===== src/rtl/assert_macros.svh =====
// assertion helpers
`ifndef ASSERT_MACROS_SVH
`define ASSERT_MACROS_SVH
`define ASSERT_CLK(lbl, prop) \
  lbl: assert property (@(posedge clk_i) disable iff (!rst_ni) prop) else $error("assert failed");
`endif


===== src/rtl/gats_pkg.sv =====
package gats_pkg;
  localparam int unsigned CountDepthDef = 65536;
  localparam int unsigned PrimeDepthDef = 1024;
  localparam logic [1:0] ActLoadPrime = 2'd0;
  localparam logic [1:0] ActLoadPi    = 2'd1;
  localparam logic [1:0] ActRun       = 2'd2;
  localparam logic [1:0] ActUnused    = 2'd3;
  localparam logic [1:0] RegX     = 2'd0;
  localparam logic [1:0] RegY     = 2'd1;
  localparam logic [1:0] RegStart = 2'd2;
  localparam int unsigned SumW = 48;
endpackage


===== src/rtl/gats_divider.sv =====
// restoring divider, one quotient bit per cycle; zero divisor gives all ones
module gats_divider
  import gats_pkg::*;
(
  input  logic        clk_i,
  input  logic        rst_ni,
  input  logic        start_i,
  input  logic [31:0] num_i,
  input  logic [15:0] den_i,
  output logic        busy_o,
  output logic [31:0] quot_o
);
  logic [31:0] q_q, q_d;
  logic [16:0] r_q, r_d;
  logic [15:0] den_q;
  logic [5:0]  cnt_q, cnt_d;
  logic        zero_q;
  logic [16:0] trial;
  logic [16:0] diff;

  always_comb begin
    trial = {r_q[15:0], q_q[31]};
    diff  = trial - {1'b0, den_q};
    q_d = q_q;
    r_d = r_q;
    cnt_d = cnt_q;
    if (cnt_q != 6'd0) begin
      cnt_d = cnt_q - 6'd1;
      if (trial >= {1'b0, den_q}) begin
        r_d = diff;
        q_d = {q_q[30:0], 1'b1};
      end else begin
        r_d = trial;
        q_d = {q_q[30:0], 1'b0};
      end
    end
  end

  always_ff @(posedge clk_i or negedge rst_ni) begin
    if (!rst_ni) begin
      cnt_q <= 6'd0;
    end else if (start_i) begin
      cnt_q <= 6'd32;
    end else begin
      cnt_q <= cnt_d;
    end
  end

  always_ff @(posedge clk_i) begin
    if (start_i) begin
      q_q <= num_i;
      r_q <= 17'd0;
      den_q <= den_i;
      zero_q <= (den_i == 16'd0);
    end else begin
      q_q <= q_d;
      r_q <= r_d;
    end
  end

  assign busy_o = (cnt_q != 6'd0) || start_i;
  assign quot_o = zero_q ? 32'hFFFF_FFFF : q_q;
endmodule


===== config.mk =====
export PLATFORM = sky130hd
export DESIGN_NAME = gats_divider
export DESIGN_NICKNAME = d
export VERILOG_FILES = /design/src/rtl/assert_macros.svh /design/src/rtl/gats_pkg.sv /design/src/rtl/gats_divider.sv
export SDC_FILE = /design/constraint.sdc
export NUM_CORES = 1
export LEC_CHECK = 0
export ABC_CLOCK_PERIOD_IN_PS = 4300
export BUFFER_PORTS_ARGS = -buffer_cell sky130_fd_sc_hd__buf_2
export CAP_MARGIN = 20
export CORE_MARGIN = 1.5
export CORE_UTILIZATION = 25
export DETAILED_ROUTE_END_ITERATION = 6
export SETUP_SLACK_MARGIN = 0.2
export SLEW_MARGIN = 20
export SYNTH_ARGS = -nofsm -noshare
export SYNTH_HDL_FRONTEND = slang
export SYNTH_SLANG_ARGS = --single-unit
export TNS_END_PERCENT = 10

===== constraint.sdc =====
create_clock -name clk_i -period 4.3 [get_ports clk_i]
set_input_delay 0.645 -clock clk_i [delete_from_list [all_inputs] [get_ports clk_i]]
set_output_delay 0.645 -clock clk_i [all_outputs]
set_load 0.02 [all_outputs]

==> summary.md, run 1 <==
| Metric | Value |
|---|---|
| Hold buffers post-CTS | 0 |
| Initial antenna violation count | 0 |
| Number of antenna diodes | 0 |
| Reg2reg setup slack | 1590 ps |
| GPL Wtd Cong | 0.889 |
| XOR/XNOR Fraction of Synth Area | 2.82% |
| Share of cells above drive strength 1 | 37.5% |
| Hpwl dp | 7050 um |
| Top cell type's share of synthesized area | 36.5% |
| Clk slew on worst S/H paths | 60 ps |
| Worst skew pair latency | 330 ps |
| Grt ovf | 0 |
| Setup WS pre-CTS | 1350 ps |
| Setup Crit Path Kind | reg2out |
| Final wirelength | 9550 um |
| Drt via density | 4.58 |
| Placed cells | 656 |
| CTS Buf Count | 9 |
| Post-route cell area | 4990 um^2 |
| Non-Filler Instances | 672 |
| Nature of the critical path startpoint | register |
| Area grow syn2layout | 23.5% |
| Leakage | 2.11 nW |
| Final setup margin | 1020 ps |
| Normalized max-slew margin | 45.4% |
| CP Max Fanout | 33 |
| CP startpoint | cnt_q[0] |
| Initial Util | 25.5% |
| # Max-Cap Violations | 0 |
| Clock buffer depth | 2 |
| Hold crit path type | in2async |
| Worst Path Arrival | 2640 ps |
| Largest cells by area after synthesis | edfxtp_1 36%, mux2_2 8.6%, dfxtp_1 7.9%, ha_1 5.3%, or2_2 5.0% |
| Worst EP required | 3650 ps |
| Final Util | 31.5% |
| Post-CTS setup buffer count | 0 |
| RSZ-0062 raised after global routing | false |
| Ys async rst share | 8.45% |
| Global-route wire length before repair | 15,900 um |
| Die Ht | 130 um |
| Fmax | 0.305 GHz |
| CTS tree | done |
| Vias in the first global route | 3,164 |
| Root Driver | clkbuf_16 |
| Main combinational cell family by area after synthesis | simple AND/OR/NAND/NOR gates |
| Seq/Total Area, Yosys | 48.1% |
| Post-CTS sizing | 0 |
| DR vias | 3,080 |
| Initial DRT Pass Iterations | 4 |
| VDD IR max | 0.250 mV |
| EDFF count, synth | 49 |
| # IOs | 84 |
| Power density over the cells | 483 nW/um^2 |
| RR Startpoint | den_q[1] |
| Worst-Margin Slew | 819 ps |
| Final Hold Viols | 0 |
| Clock Skew | 6.15 ps |
| Largest net degree at the start of global routing | 67 |
| Core Area | 15,800 um^2 |
| Final total power | 2.41 mW |
| Slew Limit Fails | 0 |
| Compound-Gate Fraction of Synth Area | 12.2% |
| Synth Warn # | 0 |
| CTS Sinks | 71 |
| FP Rows | 46 |
| Antenna Nets Post-Route | 0 |
| H-tree Lvls | 3 |
| Post-Syn Nets | 436 |
| Cells after Synth | 367 |
| Status | complete, no violations |
| Die area | 16,900 um^2 |
| Mux contribution to synthesized area | 11.2% |
| Wire per inst | 14.2 um |
| Final hold slack | 129 ps |
| Period utilization | 76.4% |
| Adder-cell area share of the yosys netlist | 5.77% |
| Synth Area per Inst | 11.0 um^2 |
| Net count, final | 520 |
| I/O Buffers | 83 |
| Area leader, netlist | edfxtp_1 |
| Ys flop type | edfxtp_1 |
| Post-Synth Simple-Gate Area | 16.2% |
| Iter 0 DRT Violations | 150 |
| Library cells used by synthesis | 59 |
| Setup violators final | 0 |
| Final Critical Period | 3280 ps |
| Setup TNS | 0 ps |
| GR Util All Layers | 11.9% |
| CP endpoint kind | output pin |
| DRC | 0 |
| DP Area | 4690 um^2 |
| Netlist Area Pre-Place | 4040 um^2 |
| Die W | 130 um |
| Synthesized flop and latch total | 71 |
worst max-delay path: stages, from the launching register on:
cell and delay [ps]:
dfrtp_1 370, inv_1 90, ha_1 180, nor2b_1 220, nand2b_1 120, or3_1 310, buf_4 210, nor2_1 100
buf_4 170, inv_1 50, buf_4 250, buf_2 220
cells in the mapped netlist, drive strengths merged (9+ instances only):
master,instances
nor3,10
inv,23
dfxtp,16
o21ai,13
ha,17
nand2,15
mux2,32
nor2,25
nand3,12
edfxtp,49
or2,32
a211oi,11
mux2i,9
power by group:
group	switching, mW	internal, mW	total, mW
registers	0.0825	0.885	0.967
clock network	0.278	0.461	0.739
logic	0.396	0.305	0.702
layout by cell type (no fill, tap or decap), types with 9 or more instances in the layout:
master / count
mux2i_1: 9
ha_1: 17
buf_2: 83
or2_2: 32
o21ai_0: 13
nand3_1: 11
nor3_1: 10
nand2_1: 15
a211oi_1: 11
dfxtp_1: 16
clkbuf_16: 9
nor2_1: 25
mux2_2: 31
inv_1: 22
edfxtp_1: 49
state kept, by name, summed over array words and instances, names as in the netlist:
signal,cells
r_q,16
zero_q,1
cnt_q,6
den_q,16
q_q,32
cell families after synthesis:
logic type,Yosys count
compound gates,66
xor+xnor,13
fa+ha+maj,18
buf+inv,37
flops,71
mux,41
simple gates,121
cell type report:
type / count / area [um^2]
flip-flops and latches: 71 / 1940
multi-input cells: 259 / 1940
fillers: 1617 / 10800
repair buffers: 87 / 445
clock buffers: 10 / 239
clock inverters: 6 / 60.1
inverters: 23 / 86.3
well taps: 216 / 270
final timing paths:
path                                  to  cells after the start
min in group clk_i                r_q[5]                      2
worst min-delay path            cnt_q[0]                      1
worst max register to register    r_q[0]                      9
max in group asynchronous       cnt_q[1]                      1
worst max-delay path              busy_o                     11
worst min register to register    r_q[5]                      2
routing by layer:
metal,vias to the layer above,global-route usage (%),part of all wire (%)
met2,74,19.7,48
met1,1458,15.2,46
met3,12,2.83,5.1
met4,0,4.51,1.5
li1,1536,-,-
met5,-,0,0
Power figures use the tool's default switching activity.
==> run 2, diff against run 1 <==
- ABC_CLOCK_PERIOD_IN_PS: 4300 -> 3200
- clock period: 4.3 -> 3.2 ns (I/O delays scaled with it)
==> summary.md, run 2 (synthesized netlist as in run 1, its figures left out) <==
| Metric | Value |
|---|---|
| Status | complete, no violations |
| VDD IR max | 0.317 mV |
| Area grow syn2layout | 25.4% |
| RSZ-0062 raised after global routing | false |
| GPL Wtd Cong | 0.860 |
| Die W | 130 um |
| Leakage | 2.15 nW |
| Largest net degree at the start of global routing | 33 |
| Drt via density | 4.64 |
| Final Hold Viols | 0 |
| Core Area | 15,800 um^2 |
| Normalized max-slew margin | 37.9% |
| Slew Limit Fails | 0 |
| Worst skew pair latency | 330 ps |
| CP Max Fanout | 22 |
| Global-route wire length before repair | 15,700 um |
| Hold crit path type | in2reg |
| Clock Skew | 5.92 ps |
| CTS Sinks | 71 |
| Final hold slack | 335 ps |
| Die area | 16,900 um^2 |
| Initial DRT Pass Iterations | 4 |
| Die Ht | 130 um |
| Worst-Margin Slew | 932 ps |
| Initial Util | 25.5% |
| Period utilization | 84.8% |
| Vias in the first global route | 3,187 |
| Antenna Nets Post-Route | 0 |
| Setup violators final | 0 |
| # IOs | 84 |
| Worst EP required | 3450 ps |
| Final Critical Period | 2710 ps |
| DRC | 0 |
| H-tree Lvls | 3 |
| Clk slew on worst S/H paths | 60 ps |
| FP Rows | 46 |
| DR vias | 3,129 |
| I/O Buffers | 83 |
| Iter 0 DRT Violations | 202 |
| Setup Crit Path Kind | reg2reg |
| Clock Power Share | 34.2% |
| Nature of the critical path startpoint | register |
| CTS tree | done |
| Net count, final | 523 |
| Number of flip-flops in the largest register | 32 |
| Fmax | 0.368 GHz |
| Switching Power | 1.03 mW |
| Power density over the cells | 674 nW/um^2 |
| Initial antenna violation count | 0 |
| # Max-Cap Violations | 0 |
| Number of antenna diodes | 0 |
| Most common library cell in the layout ignoring fill and taps | buf_2 |
| Wire per inst | 14.3 um |
| Final wirelength | 9670 um |
| Worst Path Arrival | 2960 ps |
| GR Util All Layers | 11.9% |
| Largest regs | q_q: 32 flops, den_q: 16 flops, r_q: 16 flops |
| Combinational share of power | 27.8% |
| Grt ovf | 0 |
| Setup TNS | 0 ps |
| Reg with most FFs | q_q |
| Most frequent cells in the layout | 83 x buf_2, 49 x edfxtp_1, 32 x or2_2 |
| Root Driver | clkbuf_16 |
| Pint | 2.39 mW |
| Clock buffer depth | 2 |
| Share of cells above drive strength 1 | 37.9% |
| CP endpoint kind | register |
| Sequential Power Share | 38.0% |
| Switch share | 30.1% |
| CTS Buf Count | 9 |
| Hpwl dp | 7050 um |
## run 2: worst max-delay path, cell delays in order, from the launching register on
cell and delay, ps:
edfxtp_1 380, inv_1 80, ha_1 300, a21o_1 210, a211oi_1 470, o31a_1 270
a22o_4 330, mux2_1 360, a211oi_1 210
## run 2: power groups by stage
stage                     logic [mW]  registers (mW)  clock network, mW
after floorplan                0.704            1.27                  0
after global placement         0.926            1.31                  0
after CTS                      0.943            1.30               1.20
after detailed placement       0.936            1.31                  0
final                          0.948            1.30               1.17
after global routing            1.05            1.32               1.24
## run 2: repair_timing
item,in CTS,in global routing
hold buffers,1,0
endpoints found under the hold margin,6,0
endpoints found under the setup margin,0,1
setup buffers,0,0
gates resized for setup,0,1
## run 2: cell type report
type	instances	area, um^2
fill	1638	10800
multi-input combinational	259	1950
clock buffer	11	243
tap	216	270
inverter	23	86.3
sequential	71	1940
clock inverter	5	104
timing repair buffer	90	470
## run 2: per-layer routing
metal / vias to the layer above / part of all wire [%] / track usage [%]
met5: - / 0 / 0
met4: 0 / 1.3 / 4.38
met3: 9 / 6.2 / 2.95
met2: 99 / 49 / 19.8
met1: 1490 / 43 / 14.9
li1: 1531 / - / -
## run 2: through the flow
| stage | cell area, um^2 | util (%) | setup slack [ps] | std cells | power, mW |
|---|---|---|---|---|---|
| final | 5060 | 32.0 | 486 | 675 | 3.41 |
| after global placement | 4700 | 29.7 | 586 | 658 | 2.23 |
| after CTS | 5060 | 32.0 | 349 | 675 | 3.44 |
| after floorplan | 4040 | - | 431 | 367 | 1.98 |
| after global routing | 5060 | 32.0 | 277 | 675 | 3.60 |
| after detailed placement | 4700 | 29.7 | 522 | 658 | 2.25 |
## run 2: path summary, 6_finish.rpt
kind	start	to	slack [ps]	depth (start not counted)
min	den_i[13]	den_q[13]	330	1
min in group asynchronous	rst_ni	cnt_q[3]	500	2
max in group asynchronous	rst_ni	cnt_q[4]	2550	2
min reg2reg	r_q[5]	r_q[5]	480	2
max reg2reg	den_q[14]	r_q[0]	490	8
max	den_q[14]	r_q[0]	490	8
